--- src/rtl/core/gnt_pkg.sv ---
// Package for the geographic neighbor table: mode, status, angle class and FSM codes.
// No dependencies; imported by every module of the block.
`default_nettype none

package gnt_pkg;

    localparam logic [2:0] MODE_ADD    = 3'd0;
    localparam logic [2:0] MODE_DEL    = 3'd1;
    localparam logic [2:0] MODE_CLEAR  = 3'd2;
    localparam logic [2:0] MODE_QUERY  = 3'd3;
    localparam logic [2:0] MODE_LOOKUP = 3'd4;
    localparam logic [2:0] MODE_GREEDY = 3'd5;
    localparam logic [2:0] MODE_PERIM  = 3'd6;

    localparam logic [1:0] STAT_OK   = 2'd0;
    localparam logic [1:0] STAT_FULL = 2'd1;
    localparam logic [1:0] STAT_NONE = 2'd2;

    // angle classes against the reference edge, ordered by rank
    localparam logic [2:0] H_LEFT  = 3'd0;  // (0,180)
    localparam logic [2:0] H_BACK  = 3'd1;  // exactly 180
    localparam logic [2:0] H_RIGHT = 3'd2;  // (180,360)
    localparam logic [2:0] H_SAME  = 3'd3;  // same direction, ranked as 360
    localparam logic [2:0] H_NONE  = 3'd4;  // no candidate yet

    localparam logic [31:0]        LIFETIME_RESET = 32'd3000;
    localparam logic signed [31:0] INV_OUT        = -32'sd256;

    typedef enum logic [6:0] {
        ST_IDLE  = 7'b0000001,
        ST_PREP  = 7'b0000010,
        ST_HEAD  = 7'b0000100,
        ST_START = 7'b0001000,
        ST_MUL   = 7'b0010000,
        ST_EVAL  = 7'b0100000,
        ST_FIN   = 7'b1000000
    } state_t;

endpackage

`default_nettype wire

--- src/rtl/core/gnt_cell.sv ---
// One table cell of the rotating entry chain: valid, address, position, stamp.
// Uses gnt_pkg; instantiated by geographic_neighbor_table.
`default_nettype none

module gnt_cell
    import gnt_pkg::*;
#(
    parameter int COORD_BITS = 32,
    parameter int TIME_BITS  = 32
)
(
    input  wire                           clk,
    input  wire                           rst_n,
    input  wire                           shift,
    input  wire                           in_valid,
    input  wire        [31:0]             in_addr,
    input  wire signed [COORD_BITS-1:0]   in_x,
    input  wire signed [COORD_BITS-1:0]   in_y,
    input  wire        [TIME_BITS-1:0]    in_stamp,
    output logic                          out_valid,
    output logic       [31:0]             out_addr,
    output logic signed [COORD_BITS-1:0]  out_x,
    output logic signed [COORD_BITS-1:0]  out_y,
    output logic       [TIME_BITS-1:0]    out_stamp
);

    logic                         valid_reg, valid_next;
    logic        [31:0]           addr_reg;
    logic signed [COORD_BITS-1:0] x_reg, y_reg;
    logic        [TIME_BITS-1:0]  stamp_reg;

    assign valid_next = shift ? in_valid : valid_reg;

    always_ff @(posedge clk or negedge rst_n)
    begin
        if (!rst_n)
        begin
            valid_reg <= 1'b0;
        end
        else
        begin
            valid_reg <= valid_next;
        end
    end

    always_ff @(posedge clk)
    begin
        if (shift)
        begin
            addr_reg  <= in_addr;
            x_reg     <= in_x;
            y_reg     <= in_y;
            stamp_reg <= in_stamp;
        end
    end

    assign out_valid = valid_reg;
    assign out_addr  = addr_reg;
    assign out_x     = x_reg;
    assign out_y     = y_reg;
    assign out_stamp = stamp_reg;

endmodule

`default_nettype wire

--- src/rtl/core/gnt_mul.sv ---
// Sequential signed multiplier: four half-width partial products, one per cycle.
// Uses gnt_pkg; instantiated by geographic_neighbor_table.
`default_nettype none

module gnt_mul
    import gnt_pkg::*;
#(
    parameter int W = 33
)
(
    input  wire                    clk,
    input  wire                    rst_n,
    input  wire                    start,
    input  wire signed [W-1:0]     a,
    input  wire signed [W-1:0]     b,
    output logic                   done,
    output logic signed [2*W-1:0]  p
);

    localparam int H   = (W + 1) / 2;
    localparam int HW2 = 2 * H;
    localparam int AW  = 4 * H;
    localparam int PW  = 2 * W;

    logic              run_reg, run_next;
    logic [2:0]        cnt_reg, cnt_next;
    logic              done_reg, done_next;
    logic [HW2-1:0]    ma_reg, ma_next, mb_reg, mb_next;
    logic              neg_reg, neg_next;
    logic [HW2-1:0]    pp_reg, pp_next;
    logic [1:0]        sh_reg, sh_next;
    logic [AW-1:0]     acc_reg, acc_next;
    logic signed [PW-1:0] p_reg, p_next;

    logic [W-1:0]      a_mag, b_mag;
    logic [H-1:0]      op_x, op_y;
    logic [AW-1:0]     pp_ext, pp_sh;

    assign a_mag = a[W-1] ? (~a + 1'b1) : a;
    assign b_mag = b[W-1] ? (~b + 1'b1) : b;
    assign pp_ext = AW'(pp_reg);

    always_comb
    begin
        case (sh_reg)
            2'd0:    pp_sh = pp_ext;
            2'd1:    pp_sh = pp_ext << H;
            default: pp_sh = pp_ext << HW2;
        endcase
        case (cnt_reg[1:0])
            2'd0:
            begin
                op_x = ma_reg[H-1:0];
                op_y = mb_reg[H-1:0];
            end
            2'd1:
            begin
                op_x = ma_reg[H-1:0];
                op_y = mb_reg[HW2-1:H];
            end
            2'd2:
            begin
                op_x = ma_reg[HW2-1:H];
                op_y = mb_reg[H-1:0];
            end
            default:
            begin
                op_x = ma_reg[HW2-1:H];
                op_y = mb_reg[HW2-1:H];
            end
        endcase
    end

    always_comb
    begin
        run_next  = run_reg;
        cnt_next  = cnt_reg;
        done_next = 1'b0;
        ma_next   = ma_reg;
        mb_next   = mb_reg;
        neg_next  = neg_reg;
        pp_next   = pp_reg;
        sh_next   = sh_reg;
        acc_next  = acc_reg;
        p_next    = p_reg;
        if (start)
        begin
            run_next = 1'b1;
            cnt_next = 3'd0;
            ma_next  = HW2'(a_mag);
            mb_next  = HW2'(b_mag);
            neg_next = a[W-1] ^ b[W-1];
            acc_next = '0;
        end
        else if (run_reg)
        begin
            cnt_next = cnt_reg + 3'd1;
            if (cnt_reg < 3'd4)
            begin
                pp_next = HW2'(op_x) * HW2'(op_y);
                case (cnt_reg[1:0])
                    2'd0:    sh_next = 2'd0;
                    2'd3:    sh_next = 2'd2;
                    default: sh_next = 2'd1;
                endcase
            end
            if (cnt_reg >= 3'd1 && cnt_reg <= 3'd4)
            begin
                acc_next = acc_reg + pp_sh;
            end
            if (cnt_reg == 3'd5)
            begin
                p_next    = $signed(PW'(neg_reg ? (~acc_reg + 1'b1) : acc_reg));
                done_next = 1'b1;
                run_next  = 1'b0;
            end
        end
    end

    always_ff @(posedge clk or negedge rst_n)
    begin
        if (!rst_n)
        begin
            run_reg  <= 1'b0;
            cnt_reg  <= 3'd0;
            done_reg <= 1'b0;
        end
        else
        begin
            run_reg  <= run_next;
            cnt_reg  <= cnt_next;
            done_reg <= done_next;
        end
    end

    always_ff @(posedge clk)
    begin
        ma_reg  <= ma_next;
        mb_reg  <= mb_next;
        neg_reg <= neg_next;
        pp_reg  <= pp_next;
        sh_reg  <= sh_next;
        acc_reg <= acc_next;
        p_reg   <= p_next;
    end

    assign done = done_reg;
    assign p    = p_reg;

endmodule

`default_nettype wire

--- src/rtl/core/geographic_neighbor_table.sv ---
// Top level of the geographic neighbor table: APB register, item sequencer, cell chain.
// Depends on gnt_pkg, gnt_cell and gnt_mul.
//
//  channel   | handshake                         | payload
//  ----------+-----------------------------------+-------------------------------------------
//  item in   | start & !busy at rising edge      | mode, now, node_addr, pos/self/prev x,y
//  result    | done, one cycle, no backpressure  | chosen_addr, found, found_x/y, stamp, status
//  config    | psel & penable & pwrite (pready=1)| paddr 0: entry_lifetime
//
// Every item rotates the whole chain once: the entry at cell 0 is examined, possibly
// rewritten (add, delete, clear, purge) and moved to the last cell. Greedy also squares
// the distance of each live entry plus one self distance; perimeter works cross and, where
// needed, dot and tie-break products for each eligible entry. All products go through the
// shared multiplier (4 partial products), one product at a time.
// Reset clears all valid bits and sets entry_lifetime to 3000; busy is low after reset.
// Results cannot be stalled: done pulses in the cycle busy drops, and a new item may be
// started in that same cycle.
`default_nettype none

module geographic_neighbor_table
    import gnt_pkg::*;
#(
    parameter int TABLE_ENTRIES = 16,
    parameter int COORD_BITS    = 32,
    parameter int TIME_BITS     = 32
)
(
    input  wire                clk,
    input  wire                rst_n,
    input  wire                psel,
    input  wire                penable,
    input  wire                pwrite,
    input  wire        [2:0]   paddr,
    input  wire        [31:0]  pwdata,
    output logic       [31:0]  prdata,
    output logic               pready,
    input  wire                start,
    output logic               busy,
    input  wire        [2:0]   mode,
    input  wire        [31:0]  now,
    input  wire        [31:0]  node_addr,
    input  wire signed [31:0]  pos_x,
    input  wire signed [31:0]  pos_y,
    input  wire signed [31:0]  self_x,
    input  wire signed [31:0]  self_y,
    input  wire signed [31:0]  prev_x,
    input  wire signed [31:0]  prev_y,
    output logic               done,
    output logic       [31:0]  chosen_addr,
    output logic               found,
    output logic signed [31:0] found_x,
    output logic signed [31:0] found_y,
    output logic       [31:0]  found_stamp,
    output logic       [1:0]   status
);

    localparam int W    = COORD_BITS + 1;     // coordinate difference
    localparam int PW   = 2 * W;              // product
    localparam int CW   = PW + 1;             // sum or difference of two products
    localparam int LW   = (TIME_BITS > 32) ? TIME_BITS : 32;
    localparam int CNTW = $clog2(TABLE_ENTRIES);
    localparam logic signed [COORD_BITS-1:0] INV_C = COORD_BITS'(-256);

    // ---------------- configuration register ----------------
    logic [31:0] life_reg, life_next;

    assign pready    = 1'b1;
    assign prdata    = paddr[2] ? 32'd0 : life_reg;
    assign life_next = (psel && penable && pwrite && !paddr[2]) ? pwdata : life_reg;

    // ---------------- cell chain ----------------
    logic                         c_valid [TABLE_ENTRIES];
    logic        [31:0]           c_addr  [TABLE_ENTRIES];
    logic signed [COORD_BITS-1:0] c_x     [TABLE_ENTRIES];
    logic signed [COORD_BITS-1:0] c_y     [TABLE_ENTRIES];
    logic        [TIME_BITS-1:0]  c_stamp [TABLE_ENTRIES];

    logic                         shift;
    logic                         wb_valid;
    logic        [31:0]           wb_addr;
    logic signed [COORD_BITS-1:0] wb_x, wb_y;
    logic        [TIME_BITS-1:0]  wb_stamp;

    genvar gi;
    generate
        for (gi = 0; gi < TABLE_ENTRIES; gi++)
        begin : g_cell
            if (gi == TABLE_ENTRIES - 1)
            begin : g_tail
                gnt_cell #(.COORD_BITS(COORD_BITS), .TIME_BITS(TIME_BITS)) u_cell (
                    .clk(clk), .rst_n(rst_n), .shift(shift),
                    .in_valid(wb_valid), .in_addr(wb_addr), .in_x(wb_x), .in_y(wb_y),
                    .in_stamp(wb_stamp),
                    .out_valid(c_valid[gi]), .out_addr(c_addr[gi]), .out_x(c_x[gi]),
                    .out_y(c_y[gi]), .out_stamp(c_stamp[gi])
                );
            end
            else
            begin : g_body
                gnt_cell #(.COORD_BITS(COORD_BITS), .TIME_BITS(TIME_BITS)) u_cell (
                    .clk(clk), .rst_n(rst_n), .shift(shift),
                    .in_valid(c_valid[gi+1]), .in_addr(c_addr[gi+1]), .in_x(c_x[gi+1]),
                    .in_y(c_y[gi+1]), .in_stamp(c_stamp[gi+1]),
                    .out_valid(c_valid[gi]), .out_addr(c_addr[gi]), .out_x(c_x[gi]),
                    .out_y(c_y[gi]), .out_stamp(c_stamp[gi])
                );
            end
        end
    endgenerate

    // head of the chain
    logic                         h_valid;
    logic        [31:0]           h_addr;
    logic signed [COORD_BITS-1:0] h_x, h_y;
    logic        [TIME_BITS-1:0]  h_stamp;

    assign h_valid = c_valid[0];
    assign h_addr  = c_addr[0];
    assign h_x     = c_x[0];
    assign h_y     = c_y[0];
    assign h_stamp = c_stamp[0];

    // ---------------- sequencer state ----------------
    state_t                       state_reg, state_next;
    logic [CNTW-1:0]              cnt_reg, cnt_next;
    logic [2:0]                   k_reg, k_next;
    logic                         self_phase_reg, self_phase_next;
    logic                         written_reg, written_next;
    logic                         have_best_reg, have_best_next;
    logic [2:0]                   bh_reg, bh_next;
    logic                         q_found_reg, q_found_next;
    logic                         done_reg, done_next;

    logic [2:0]                   mode_reg, mode_next;
    logic [TIME_BITS-1:0]         now_reg, now_next;
    logic [31:0]                  addr_reg, addr_next;
    logic signed [COORD_BITS-1:0] px_reg, px_next, py_reg, py_next;
    logic signed [COORD_BITS-1:0] sx_reg, sx_next, sy_reg, sy_next;
    logic signed [COORD_BITS-1:0] vx_reg, vx_next, vy_reg, vy_next;
    logic signed [W-1:0]          rx_reg, rx_next, ry_reg, ry_next;
    logic signed [W-1:0]          cur_x_reg, cur_x_next, cur_y_reg, cur_y_next;
    logic signed [W-1:0]          bx_reg, bx_next, by_reg, by_next;
    logic signed [PW-1:0]         pa_reg, pa_next;
    logic signed [CW-1:0]         comb_reg, comb_next;
    logic signed [CW-1:0]         self_d_reg, self_d_next;
    logic signed [CW-1:0]         best_d_reg, best_d_next;
    logic [31:0]                  best_addr_reg, best_addr_next;
    logic signed [COORD_BITS-1:0] q_x_reg, q_x_next, q_y_reg, q_y_next;
    logic [TIME_BITS-1:0]         q_stamp_reg, q_stamp_next;

    logic [31:0]                  o_addr_reg, o_addr_next;
    logic                         o_found_reg, o_found_next;
    logic signed [31:0]           o_x_reg, o_x_next, o_y_reg, o_y_next;
    logic [31:0]                  o_stamp_reg, o_stamp_next;
    logic [1:0]                   o_status_reg, o_status_next;

    // ---------------- multiplier ----------------
    logic                 mul_start, mul_done;
    logic signed [W-1:0]  mul_a, mul_b;
    logic signed [PW-1:0] mul_p;

    gnt_mul #(.W(W)) u_mul (
        .clk(clk), .rst_n(rst_n), .start(mul_start), .a(mul_a), .b(mul_b),
        .done(mul_done), .p(mul_p)
    );

    assign mul_start = (state_reg == ST_START);

    // operand schedule: greedy squares dx, dy; perimeter works cross(r,n), dot(r,n),
    // then cross(n,best) for a tie in class
    always_comb
    begin
        if (mode_reg == MODE_GREEDY)
        begin
            mul_a = k_reg[0] ? cur_y_reg : cur_x_reg;
            mul_b = mul_a;
        end
        else
        begin
            case (k_reg)
                3'd0:
                begin
                    mul_a = rx_reg;
                    mul_b = cur_y_reg;
                end
                3'd1:
                begin
                    mul_a = ry_reg;
                    mul_b = cur_x_reg;
                end
                3'd2:
                begin
                    mul_a = rx_reg;
                    mul_b = cur_x_reg;
                end
                3'd3:
                begin
                    mul_a = ry_reg;
                    mul_b = cur_y_reg;
                end
                3'd4:
                begin
                    mul_a = cur_x_reg;
                    mul_b = by_reg;
                end
                default:
                begin
                    mul_a = cur_y_reg;
                    mul_b = bx_reg;
                end
            endcase
        end
    end

    // ---------------- head evaluation ----------------
    logic                 purge_mode, expired, live, match, last_step;
    logic [TIME_BITS-1:0] age;
    logic signed [W-1:0]  g_dx, g_dy, n_dx, n_dy, n_fx;
    logic signed [W-1:0]  r_dx, r_dy;
    logic                 prev_inv, at_prev;
    logic                 c_pos, c_neg, c_zero;
    logic                 step, take, sub_op;
    logic [2:0]           hv;

    assign purge_mode = (mode_reg == MODE_LOOKUP) || (mode_reg == MODE_GREEDY) ||
                        (mode_reg == MODE_PERIM);
    assign age        = now_reg - h_stamp;
    assign expired    = purge_mode && h_valid && (now_reg >= h_stamp) &&
                        (LW'(age) >= LW'(life_reg));
    assign live       = h_valid && !expired;
    assign match      = live && (h_addr == addr_reg);
    assign last_step  = (cnt_reg == CNTW'(TABLE_ENTRIES - 1));

    assign g_dx = W'(h_x) - W'(px_reg);
    assign g_dy = W'(h_y) - W'(py_reg);
    assign n_dx = W'(h_x) - W'(sx_reg);
    assign n_dy = W'(h_y) - W'(sy_reg);
    // a neighbor sitting on this node points along +x
    assign n_fx = (n_dx == '0 && n_dy == '0) ? W'(1) : n_dx;
    assign r_dx = W'(vx_reg) - W'(sx_reg);
    assign r_dy = W'(vy_reg) - W'(sy_reg);

    assign prev_inv = (vx_reg == INV_C) && (vy_reg == INV_C);
    assign at_prev  = (h_x == vx_reg) && (h_y == vy_reg);

    assign c_neg  = comb_reg[CW-1];
    assign c_zero = (comb_reg == '0);
    assign c_pos  = !c_neg && !c_zero;

    // pair results: cross terms subtract, squares and dot terms add
    assign sub_op = (mode_reg == MODE_PERIM) && (k_reg == 3'd1 || k_reg == 3'd5);

    always_comb
    begin
        state_next      = state_reg;
        cnt_next        = cnt_reg;
        k_next          = k_reg;
        self_phase_next = self_phase_reg;
        written_next    = written_reg;
        have_best_next  = have_best_reg;
        bh_next         = bh_reg;
        q_found_next    = q_found_reg;
        done_next       = 1'b0;
        mode_next       = mode_reg;
        now_next        = now_reg;
        addr_next       = addr_reg;
        px_next         = px_reg;
        py_next         = py_reg;
        sx_next         = sx_reg;
        sy_next         = sy_reg;
        vx_next         = vx_reg;
        vy_next         = vy_reg;
        rx_next         = rx_reg;
        ry_next         = ry_reg;
        cur_x_next      = cur_x_reg;
        cur_y_next      = cur_y_reg;
        bx_next         = bx_reg;
        by_next         = by_reg;
        pa_next         = pa_reg;
        comb_next       = comb_reg;
        self_d_next     = self_d_reg;
        best_d_next     = best_d_reg;
        best_addr_next  = best_addr_reg;
        q_x_next        = q_x_reg;
        q_y_next        = q_y_reg;
        q_stamp_next    = q_stamp_reg;
        o_addr_next     = o_addr_reg;
        o_found_next    = o_found_reg;
        o_x_next        = o_x_reg;
        o_y_next        = o_y_reg;
        o_stamp_next    = o_stamp_reg;
        o_status_next   = o_status_reg;
        step            = 1'b0;
        take            = 1'b0;
        hv              = bh_reg;
        wb_valid        = live;
        wb_addr         = h_addr;
        wb_x            = h_x;
        wb_y            = h_y;
        wb_stamp        = h_stamp;

        case (state_reg)
            ST_IDLE:
            begin
                if (start)
                begin
                    mode_next       = mode;
                    now_next        = TIME_BITS'(now);
                    addr_next       = node_addr;
                    px_next         = COORD_BITS'($unsigned(pos_x));
                    py_next         = COORD_BITS'($unsigned(pos_y));
                    sx_next         = COORD_BITS'($unsigned(self_x));
                    sy_next         = COORD_BITS'($unsigned(self_y));
                    vx_next         = COORD_BITS'($unsigned(prev_x));
                    vy_next         = COORD_BITS'($unsigned(prev_y));
                    cnt_next        = '0;
                    k_next          = 3'd0;
                    self_phase_next = 1'b0;
                    written_next    = 1'b0;
                    have_best_next  = 1'b0;
                    bh_next         = H_NONE;
                    q_found_next    = 1'b0;
                    state_next      = ST_PREP;
                end
            end
            ST_PREP:
            begin
                case (mode_reg)
                    MODE_GREEDY:
                    begin
                        // distance of this node to the destination first
                        cur_x_next      = W'(sx_reg) - W'(px_reg);
                        cur_y_next      = W'(sy_reg) - W'(py_reg);
                        k_next          = 3'd0;
                        self_phase_next = 1'b1;
                        state_next      = ST_START;
                    end
                    MODE_PERIM:
                    begin
                        rx_next    = (r_dx == '0 && r_dy == '0) ? W'(1) : r_dx;
                        ry_next    = r_dy;
                        state_next = ST_HEAD;
                    end
                    default:
                    begin
                        state_next = ST_HEAD;
                    end
                endcase
            end
            ST_HEAD:
            begin
                case (mode_reg)
                    MODE_ADD:
                    begin
                        // write into the first cell met that is free or holds a match;
                        // a match met after that write is dropped
                        if (!h_valid || h_addr == addr_reg)
                        begin
                            if (!written_reg)
                            begin
                                wb_valid     = 1'b1;
                                wb_addr      = addr_reg;
                                wb_x         = px_reg;
                                wb_y         = py_reg;
                                wb_stamp     = now_reg;
                                written_next = 1'b1;
                            end
                            else
                            begin
                                wb_valid = 1'b0;
                            end
                        end
                        step = 1'b1;
                    end
                    MODE_DEL:
                    begin
                        if (match)
                        begin
                            wb_valid = 1'b0;
                        end
                        step = 1'b1;
                    end
                    MODE_CLEAR:
                    begin
                        wb_valid = 1'b0;
                        step     = 1'b1;
                    end
                    MODE_QUERY, MODE_LOOKUP:
                    begin
                        if (match && (mode_reg == MODE_LOOKUP || addr_reg != 32'd0))
                        begin
                            q_found_next = 1'b1;
                            q_x_next     = h_x;
                            q_y_next     = h_y;
                            q_stamp_next = h_stamp;
                        end
                        step = 1'b1;
                    end
                    MODE_GREEDY:
                    begin
                        if (live)
                        begin
                            cur_x_next = g_dx;
                            cur_y_next = g_dy;
                            k_next     = 3'd0;
                            state_next = ST_START;
                        end
                        else
                        begin
                            step = 1'b1;
                        end
                    end
                    MODE_PERIM:
                    begin
                        if (live && !prev_inv && !at_prev)
                        begin
                            cur_x_next = n_fx;
                            cur_y_next = n_dy;
                            k_next     = 3'd0;
                            state_next = ST_START;
                        end
                        else
                        begin
                            step = 1'b1;
                        end
                    end
                    default:
                    begin
                        step = 1'b1;
                    end
                endcase
            end
            ST_START:
            begin
                state_next = ST_MUL;
            end
            ST_MUL:
            begin
                if (mul_done)
                begin
                    if (!k_reg[0])
                    begin
                        pa_next    = mul_p;
                        k_next     = k_reg + 3'd1;
                        state_next = ST_START;
                    end
                    else
                    begin
                        comb_next  = sub_op ? (CW'(pa_reg) - CW'(mul_p))
                                            : (CW'(pa_reg) + CW'(mul_p));
                        state_next = ST_EVAL;
                    end
                end
            end
            ST_EVAL:
            begin
                if (self_phase_reg)
                begin
                    self_d_next     = comb_reg;
                    self_phase_next = 1'b0;
                    state_next      = ST_HEAD;
                end
                else if (mode_reg == MODE_GREEDY)
                begin
                    take = !have_best_reg || (comb_reg < best_d_reg) ||
                           (comb_reg == best_d_reg && h_addr < best_addr_reg);
                    step = 1'b1;
                end
                else if (k_reg == 3'd1 && c_zero)
                begin
                    // collinear: the dot product splits back from same direction
                    k_next     = 3'd2;
                    state_next = ST_START;
                end
                else if (k_reg == 3'd5)
                begin
                    take = c_pos || (c_zero && h_addr < best_addr_reg);
                    step = 1'b1;
                end
                else
                begin
                    if (k_reg == 3'd1)
                    begin
                        hv = c_pos ? H_LEFT : H_RIGHT;
                    end
                    else
                    begin
                        hv = c_neg ? H_BACK : H_SAME;
                    end
                    if (hv < bh_reg)
                    begin
                        take = 1'b1;
                        step = 1'b1;
                    end
                    else if (hv > bh_reg)
                    begin
                        step = 1'b1;
                    end
                    else if (hv == H_LEFT || hv == H_RIGHT)
                    begin
                        k_next     = 3'd4;
                        state_next = ST_START;
                    end
                    else
                    begin
                        take = (h_addr < best_addr_reg);
                        step = 1'b1;
                    end
                end
            end
            ST_FIN:
            begin
                done_next     = 1'b1;
                o_addr_next   = 32'd0;
                o_found_next  = 1'b0;
                o_x_next      = INV_OUT;
                o_y_next      = INV_OUT;
                o_stamp_next  = 32'd0;
                o_status_next = STAT_OK;
                case (mode_reg)
                    MODE_ADD:
                    begin
                        if (!written_reg)
                        begin
                            o_status_next = STAT_FULL;
                        end
                    end
                    MODE_QUERY, MODE_LOOKUP:
                    begin
                        if (q_found_reg)
                        begin
                            o_addr_next  = addr_reg;
                            o_found_next = 1'b1;
                            o_x_next     = 32'(q_x_reg);
                            o_y_next     = 32'(q_y_reg);
                            o_stamp_next = 32'(q_stamp_reg);
                        end
                        else
                        begin
                            o_status_next = STAT_NONE;
                        end
                    end
                    MODE_GREEDY, MODE_PERIM:
                    begin
                        // greedy also needs the pick strictly nearer than this node
                        if (have_best_reg &&
                            (mode_reg == MODE_PERIM || self_d_reg > best_d_reg))
                        begin
                            o_addr_next  = best_addr_reg;
                            o_found_next = 1'b1;
                        end
                        else
                        begin
                            o_status_next = STAT_NONE;
                        end
                    end
                    default:
                    begin
                        o_status_next = STAT_OK;
                    end
                endcase
                state_next = ST_IDLE;
            end
            default:
            begin
                state_next = ST_IDLE;
            end
        endcase

        if (take)
        begin
            have_best_next = 1'b1;
            best_addr_next = h_addr;
            best_d_next    = comb_reg;
            bh_next        = hv;
            bx_next        = cur_x_reg;
            by_next        = cur_y_reg;
        end

        // advance the chain one cell
        if (step)
        begin
            cnt_next   = cnt_reg + 1'b1;
            state_next = last_step ? ST_FIN : ST_HEAD;
        end
    end

    assign shift = step;

    always_ff @(posedge clk or negedge rst_n)
    begin
        if (!rst_n)
        begin
            state_reg      <= ST_IDLE;
            cnt_reg        <= '0;
            k_reg          <= 3'd0;
            self_phase_reg <= 1'b0;
            written_reg    <= 1'b0;
            have_best_reg  <= 1'b0;
            bh_reg         <= H_NONE;
            q_found_reg    <= 1'b0;
            done_reg       <= 1'b0;
            mode_reg       <= MODE_ADD;
            life_reg       <= LIFETIME_RESET;
        end
        else
        begin
            state_reg      <= state_next;
            cnt_reg        <= cnt_next;
            k_reg          <= k_next;
            self_phase_reg <= self_phase_next;
            written_reg    <= written_next;
            have_best_reg  <= have_best_next;
            bh_reg         <= bh_next;
            q_found_reg    <= q_found_next;
            done_reg       <= done_next;
            mode_reg       <= mode_next;
            life_reg       <= life_next;
        end
    end

    always_ff @(posedge clk)
    begin
        now_reg       <= now_next;
        addr_reg      <= addr_next;
        px_reg        <= px_next;
        py_reg        <= py_next;
        sx_reg        <= sx_next;
        sy_reg        <= sy_next;
        vx_reg        <= vx_next;
        vy_reg        <= vy_next;
        rx_reg        <= rx_next;
        ry_reg        <= ry_next;
        cur_x_reg     <= cur_x_next;
        cur_y_reg     <= cur_y_next;
        bx_reg        <= bx_next;
        by_reg        <= by_next;
        pa_reg        <= pa_next;
        comb_reg      <= comb_next;
        self_d_reg    <= self_d_next;
        best_d_reg    <= best_d_next;
        best_addr_reg <= best_addr_next;
        q_x_reg       <= q_x_next;
        q_y_reg       <= q_y_next;
        q_stamp_reg   <= q_stamp_next;
        o_addr_reg    <= o_addr_next;
        o_found_reg   <= o_found_next;
        o_x_reg       <= o_x_next;
        o_y_reg       <= o_y_next;
        o_stamp_reg   <= o_stamp_next;
        o_status_reg  <= o_status_next;
    end

    assign busy        = (state_reg != ST_IDLE);
    assign done        = done_reg;
    assign chosen_addr = o_addr_reg;
    assign found       = o_found_reg;
    assign found_x     = o_x_reg;
    assign found_y     = o_y_reg;
    assign found_stamp = o_stamp_reg;
    assign status      = o_status_reg;

endmodule

`default_nettype wire

--- config.mk ---
export PLATFORM = sky130hd
export DESIGN_NAME = geographic_neighbor_table
export DESIGN_NICKNAME = d
export VERILOG_FILES = /design/src/rtl/core/gnt_pkg.sv /design/src/rtl/core/gnt_cell.sv /design/src/rtl/core/gnt_mul.sv /design/src/rtl/core/geographic_neighbor_table.sv
export SDC_FILE = /design/constraint.sdc
export NUM_CORES = 2
export LEC_CHECK = 0
export BUFFER_PORTS_ARGS = -buffer_cell sky130_fd_sc_hd__buf_2
export CAP_MARGIN = 20
export CORE_MARGIN = 5
export CORE_UTILIZATION = 45
export CTS_CLUSTER_SIZE = 30
export DETAILED_ROUTE_END_ITERATION = 8
export HOLD_SLACK_MARGIN = 0.08
export PLACE_DENSITY = 0.61
export SETUP_SLACK_MARGIN = 0.3
export SLEW_MARGIN = 25
export SYNTH_ARGS = -nofsm -noshare
export SYNTH_HDL_FRONTEND = slang
export SYNTH_SLANG_ARGS = --single-unit
--- constraint.sdc ---
create_clock -name clk -period 83 [get_ports clk]
set_input_delay 12.45 -clock clk [delete_from_list [all_inputs] [get_ports clk]]
set_output_delay 12.45 -clock clk [all_outputs]
set_load 0.01 [all_outputs]
-- Yosys cells after proc, flatten, opt, wreduce, memory -nomap -nowiden
Index checks and enable logic that the tools add are counted.
- flip-flop bits (word level): 3343
- input bits: 300
- word-level logic and storage cells: 465
- $add $sub $neg: 18
- multipliers: 1
- magnitude comparators: 10
- eq/ne operators: 64
- multiplexer cells: 146
- bitwise logic cells: 6
- reduce and logical (&&, ||, !) cells: 88
- operators by type and width (cell ; count):
    2-to-1 mux 32 bit ; 21
    2-to-1 mux 33 bit ; 10
    case mux 33 bit (2 select lines) ; 4
    subtractor 32 x 32 -> 33 bit ; 8
    case mux 33 bit (3 select lines) ; 2
    case mux 68 bit (2 select lines) ; 1
    zero test 33 bit ; 4
    equality test 32 bit ; 3
    2-to-1 mux 7 bit ; 13
    2-to-1 mux 3 bit ; 28
    adder 68 bit ; 1
    adder 66 x 66 -> 67 bit ; 1
    equality test 67 bit ; 1
    greater-than comparator 67 bit ; 1
    zero test 67 bit ; 1
    less-than comparator 67 bit ; 1
    2-to-1 mux 67 bit ; 1
    subtractor 66 x 66 -> 67 bit ; 1
    adder 33 x 1 -> 33 bit, second input constant ; 2
    adder 66 x 1 -> 66 bit, second input constant ; 1
    2-to-1 mux 66 bit ; 1
    NOT 33 bit ; 2
    NOT 66 bit ; 1
    equality test 32 x 9 -> 1 bit, second input constant ; 2
    66 further kinds ; 222

-- Logic depth before layout (Yosys ltp)
- depth in word-level cells: 22
- depth in mapped cells: 31

-- Modules after synthesis
From an unflattened synthesis, not the netlist that was laid out.
- cell total of the unflattened synthesis: 10637
- area total of the unflattened synthesis: 150647.0 sq um
- by module, submodules not included (module ; instances ; cells an instance ; area each (sq um) ; sequential area each (sq um)):
    geographic_neighbor_table ; 1 ; 5821 ; 63753.6 ; 30865.9
    gnt_cell ; 16 ; 130 ; 3883.7 ; 3868.7
    gnt_mul ; 1 ; 2736 ; 24753.7 ; 6521.3

-- Worst setup path after synthesis
No wires, ideal clock.
- path type: flip-flop to flip-flop
- from: register g_cell[0].g_body.u_cell.stamp_reg[1]
- to: register cnt_reg[1]
- data arrival time: 63.831 ns
- setup slack: 16.707 ns
- cell stages (with the launch flop): 23
- buffers on the path: 1
- clock period less this slack: 66.293 ns
- path through: edfxtp_1 inv_1 ha_1 nor2b_1 o21a_1 o21ai_0 a31oi_1 o21a_1 a221o_1 a21o_1 nor4b_1 nor3_1 o21a_1 or2_2 xor2_1 ha_1 nand4_1 nor2_1 and3_1 a211oi_1 a211oi_1 clkbuf_1 o21ai_0
- word-level cells in the longest chain between the ends: 12
- elaborated cells between the ends (all ways): 17
- classes of those cells: add/sub: 1; order compare: 2; mux: 5; reduce/logical: 9
- RTL lines (element ; line ; RTL):
    start, declared ; gnt_cell.sv:30 ; logic [TIME_BITS-1:0] stamp_reg;
    start signal, assigned ; gnt_cell.sv:53 ; stamp_reg <= in_stamp;
    subtractor 32 bit / greater-or-equal comparator 32 bit (equally long branches) ; geographic_neighbor_table.sv:227, geographic_neighbor_table.sv:228 ;
    greater-or-equal comparator 32 bit / logical AND 1 bit (equally long branches) ; geographic_neighbor_table.sv:229, geographic_neighbor_table.sv:228 ;
    logical AND 1 bit (*) ; geographic_neighbor_table.sv:228 ; assign expired = purge_mode && h_valid && (now_reg >= h_stamp) &&
    zero test 1 bit (*) ; geographic_neighbor_table.sv:230 ; assign live = h_valid && !expired;
    logical AND 1 bit (*) ; geographic_neighbor_table.sv:230 ;
    logical AND 1 bit (2 in series) ; geographic_neighbor_table.sv:415 ; if (live && !prev_inv && !at_prev)
    2-to-1 mux 1 bit ; geographic_neighbor_table.sv:415 ;
    case mux 1 bit (2 select lines) (*) ; geographic_neighbor_table.sv:352 ; case (mode_reg)
    case mux 1 bit (2 select lines) (*) ; geographic_neighbor_table.sv:302 ; case (state_reg)
    via g_cell[0].g_body.u_cell.shift ; gnt_cell.sv:14 ; input wire shift,
    nonzero test 2 bit (no line) ; n/a ;
    AND reduction 2 bit (no line) ; n/a ;
    end signal, assigned ; geographic_neighbor_table.sv:609 ; cnt_reg <= cnt_next;
    end, declared ; geographic_neighbor_table.sv:125 ; logic [CNTW-1:0] cnt_reg, cnt_next;
The timed path passes the listed nets; every way through them passes the cells marked *.
A chain may end at the register's enable or synchronous reset.

-- Worst setup path after layout
- from: input paddr[2]
- to: output prdata[30]
- word-level cells in the longest chain between the ends: 1
- RTL lines (element ; line ; RTL):
    start, declared ; geographic_neighbor_table.sv:33 ; input wire [2:0] paddr,
    2-to-1 mux 32 bit ; geographic_neighbor_table.sv:68 ; assign prdata = paddr[2] ? 32'd0 : life_reg;
    end, declared ; geographic_neighbor_table.sv:35 ; output logic [31:0] prdata,
Every way passes these cells.

==> impl_metrics.toml <==
[clocking]
hold_buffers = 0
cts_tree = "built"
ctsHtreeMaxLevel = 5
path_clk_slew_ps = 60
cts-buffers-inserted = 344
ctsRootBufferMaster = "clkbuf_16"
cts_sinks = 3341
clk_latency_ps = 950
cts_buffer_depth = 4
cts_setup_buffers = 0
ctsResizeCount = 0

[floorplan]
start_util = 0.452
num_rows = 212
coreArea_mm2 = 0.333
dieArea_mm2 = 0.346
die_w_um = 589
die_h_um = 589
pin_count = 466

[layout]
fillerInstances = 27845
multi_input_area_mm2 = 0.0478
regArea_mm2 = 0.0993
finalNetCount = 12611
syn2layout_area_growth_pct = 12.6
drive_gt1_frac = 0.112

[setup_path]
path_max_fanout = 33
endpoint_kind = "primary output"
critPathKind = "primary input to primary output"
cp.required_ps = 70550
arrival_ps = 13140
cp-start-kind = "primary input"

[route]
dr.first_iter.drc_count = 7367
via_per_inst = 5.51
wire_per_inst_um = 23.2
postRouteAntennaNets = 0
drt_wl_total_mm = 372
dr.pass1.iters = 7
vias = 88262
drc_errors = 0

[synthesis]
synth.ff_latch_count = 3341
syn_nets = 11999
synth_cells = 10728
yosys-top-cells-area = "edfxtp_1 64%, ha_1 6.1%, fa_1 3.1%"
synth_area_mm2 = 0.151
yosys_most_used_dff = "edfxtp_1"
synth-edff-count = 3197
synth_top_area_share = 0.637
avgSynthCellArea_um2 = 14.0
synth_area_leader_cell = "edfxtp_1"
synth_cell_types = 97
ys_warn_count = 0
async_reset_ff_frac = 0.0233
ys_seq_area_frac = 0.659

[run]
maxCapViolCount = 0

[place]
dp.final_hpwl_mm = 272
place_congestion = 0.962
numPortBuffers = 462
pre_cts_ws_ps = 57430

[timing]
slew_headroom = 0.208
drv_slew = 0
setup_tns_ps = 0
max_freq_ghz = 0.0391
timing.final.crit_period_ps = 25590
hold_viol = 0
finalSetupViolCount = 0
setup_ws_ps = 57410
skew_ps = 87.3
rsz0062_at_grt = "no"
worst_pin_slew_ps = 1180
period_share = 0.308

[outcome]
run_status = "finished, final reports clean"

[global_routing]
grt_pass1_wl_mm = 555
antenna_found_initial = 24
grt_pass1_vias = 88645
grt_usage = 0.210
overflow = 0
grt_max_degree = 220

[min_path]
holdCritPathClass = "flip-flop to flip-flop"
metrics by stage:
step | std cells | util | hold slack, ps | instance area [um2]
after floorplan | 10728 | - | 400 | 151000
after global placement | 15376 | 0.475 | 400 | 158000
after detailed placement | 15376 | 0.475 | 405 | 158000
after CTS | 16002 | 0.508 | 338 | 169000
after global routing | 16022 | 0.509 | 344 | 170000
final | 16028 | 0.509 | 359 | 170000
final timing paths:
kind,startpoint,to,slack (ps),cells past startpoint
max,paddr[2],prdata[30],57410,3
min,g_cell[14].g_body.u_cell.out_x[14],g_cell[13].g_body.u_cell.out_x[14],360,0
max reg2reg,g_cell[0].g_body.u_cell.out_stamp[2],g_cell[15].g_tail.u_cell.out_y[3],72580,26
min reg2reg,g_cell[14].g_body.u_cell.out_x[14],g_cell[13].g_body.u_cell.out_x[14],360,0
max in group asynchronous,rst_n,k_reg[0],70350,2
min in group asynchronous,rst_n,done,11510,1
critical path, cell delays in order:
cell    delay, ps
buf_2         420
nor2_1        100
buf_2         160
kinds of logic (layout without fill, tap and decap cells):
group | Yosys count | after routing | synth area share
compound gates | 2104 | 2104 | 0.0908
xor+xnor | 651 | 651 | 0.0378
fa+ha+maj | 972 | 972 | 0.0924
buf+inv | 1008 | 1900 | 0.0251
flops | 3341 | 3341 | 0.659
mux | 241 | 241 | 0.0172
other cells | 1 | 22 | 0.0000249
simple gates | 2410 | 2410 | 0.0775
layout by cell type (no fill, tap or decap), types with 140 or more instances in the layout:
master     instances
a21o_1           299
a21oi_1          567
buf_2            461
clkbuf_16        344
edfxtp_1        3197
fa_1             235
ha_1             736
inv_1            708
mux2_2           148
nand2_1          777
nor2_1           541
nor3_1           140
o21ai_0          444
xnor2_1          460
xor2_1           190
layout make-up:
cell class,count,area share
Clock inverter,205,0.0126
Timing Repair Buffer,562,0.0190
Clock buffer,421,0.0526
Inverter,712,0.0158
Multi-Input combinational cell,6379,0.282
Sequential cell,3341,0.586
Tap cell,4387,0.0324
Antenna cell,21,0.000310
Yosys cell counts, drive strengths merged, types with 121 or more instances:
cell type and n:
ha 736, xnor2 461, xor2 190, clkbuf 262, o21ai 452, nand3 140
a21oi 567, nor3 140, nor2 549, inv 710, nand2b 121, mux2 148
fa 235, edfxtp 3197, nand2 780, nand4 137, a21o 299
layer usage:
| metal | global-route usage | vias up | routed length [um] |
|---|---|---|---|
| li1 | - | 41280 | - |
| met1 | 0.289 | 43617 | 163000 |
| met2 | 0.335 | 2678 | 172000 |
| met3 | 0.0284 | 683 | 20700 |
| met4 | 0.0889 | 4 | 17200 |
| met5 | 0 | - | 31 |
Power is left out: the tool's default activity adds up to more than one toggle a clock period on the data nets, which glitch-free logic cannot reach.
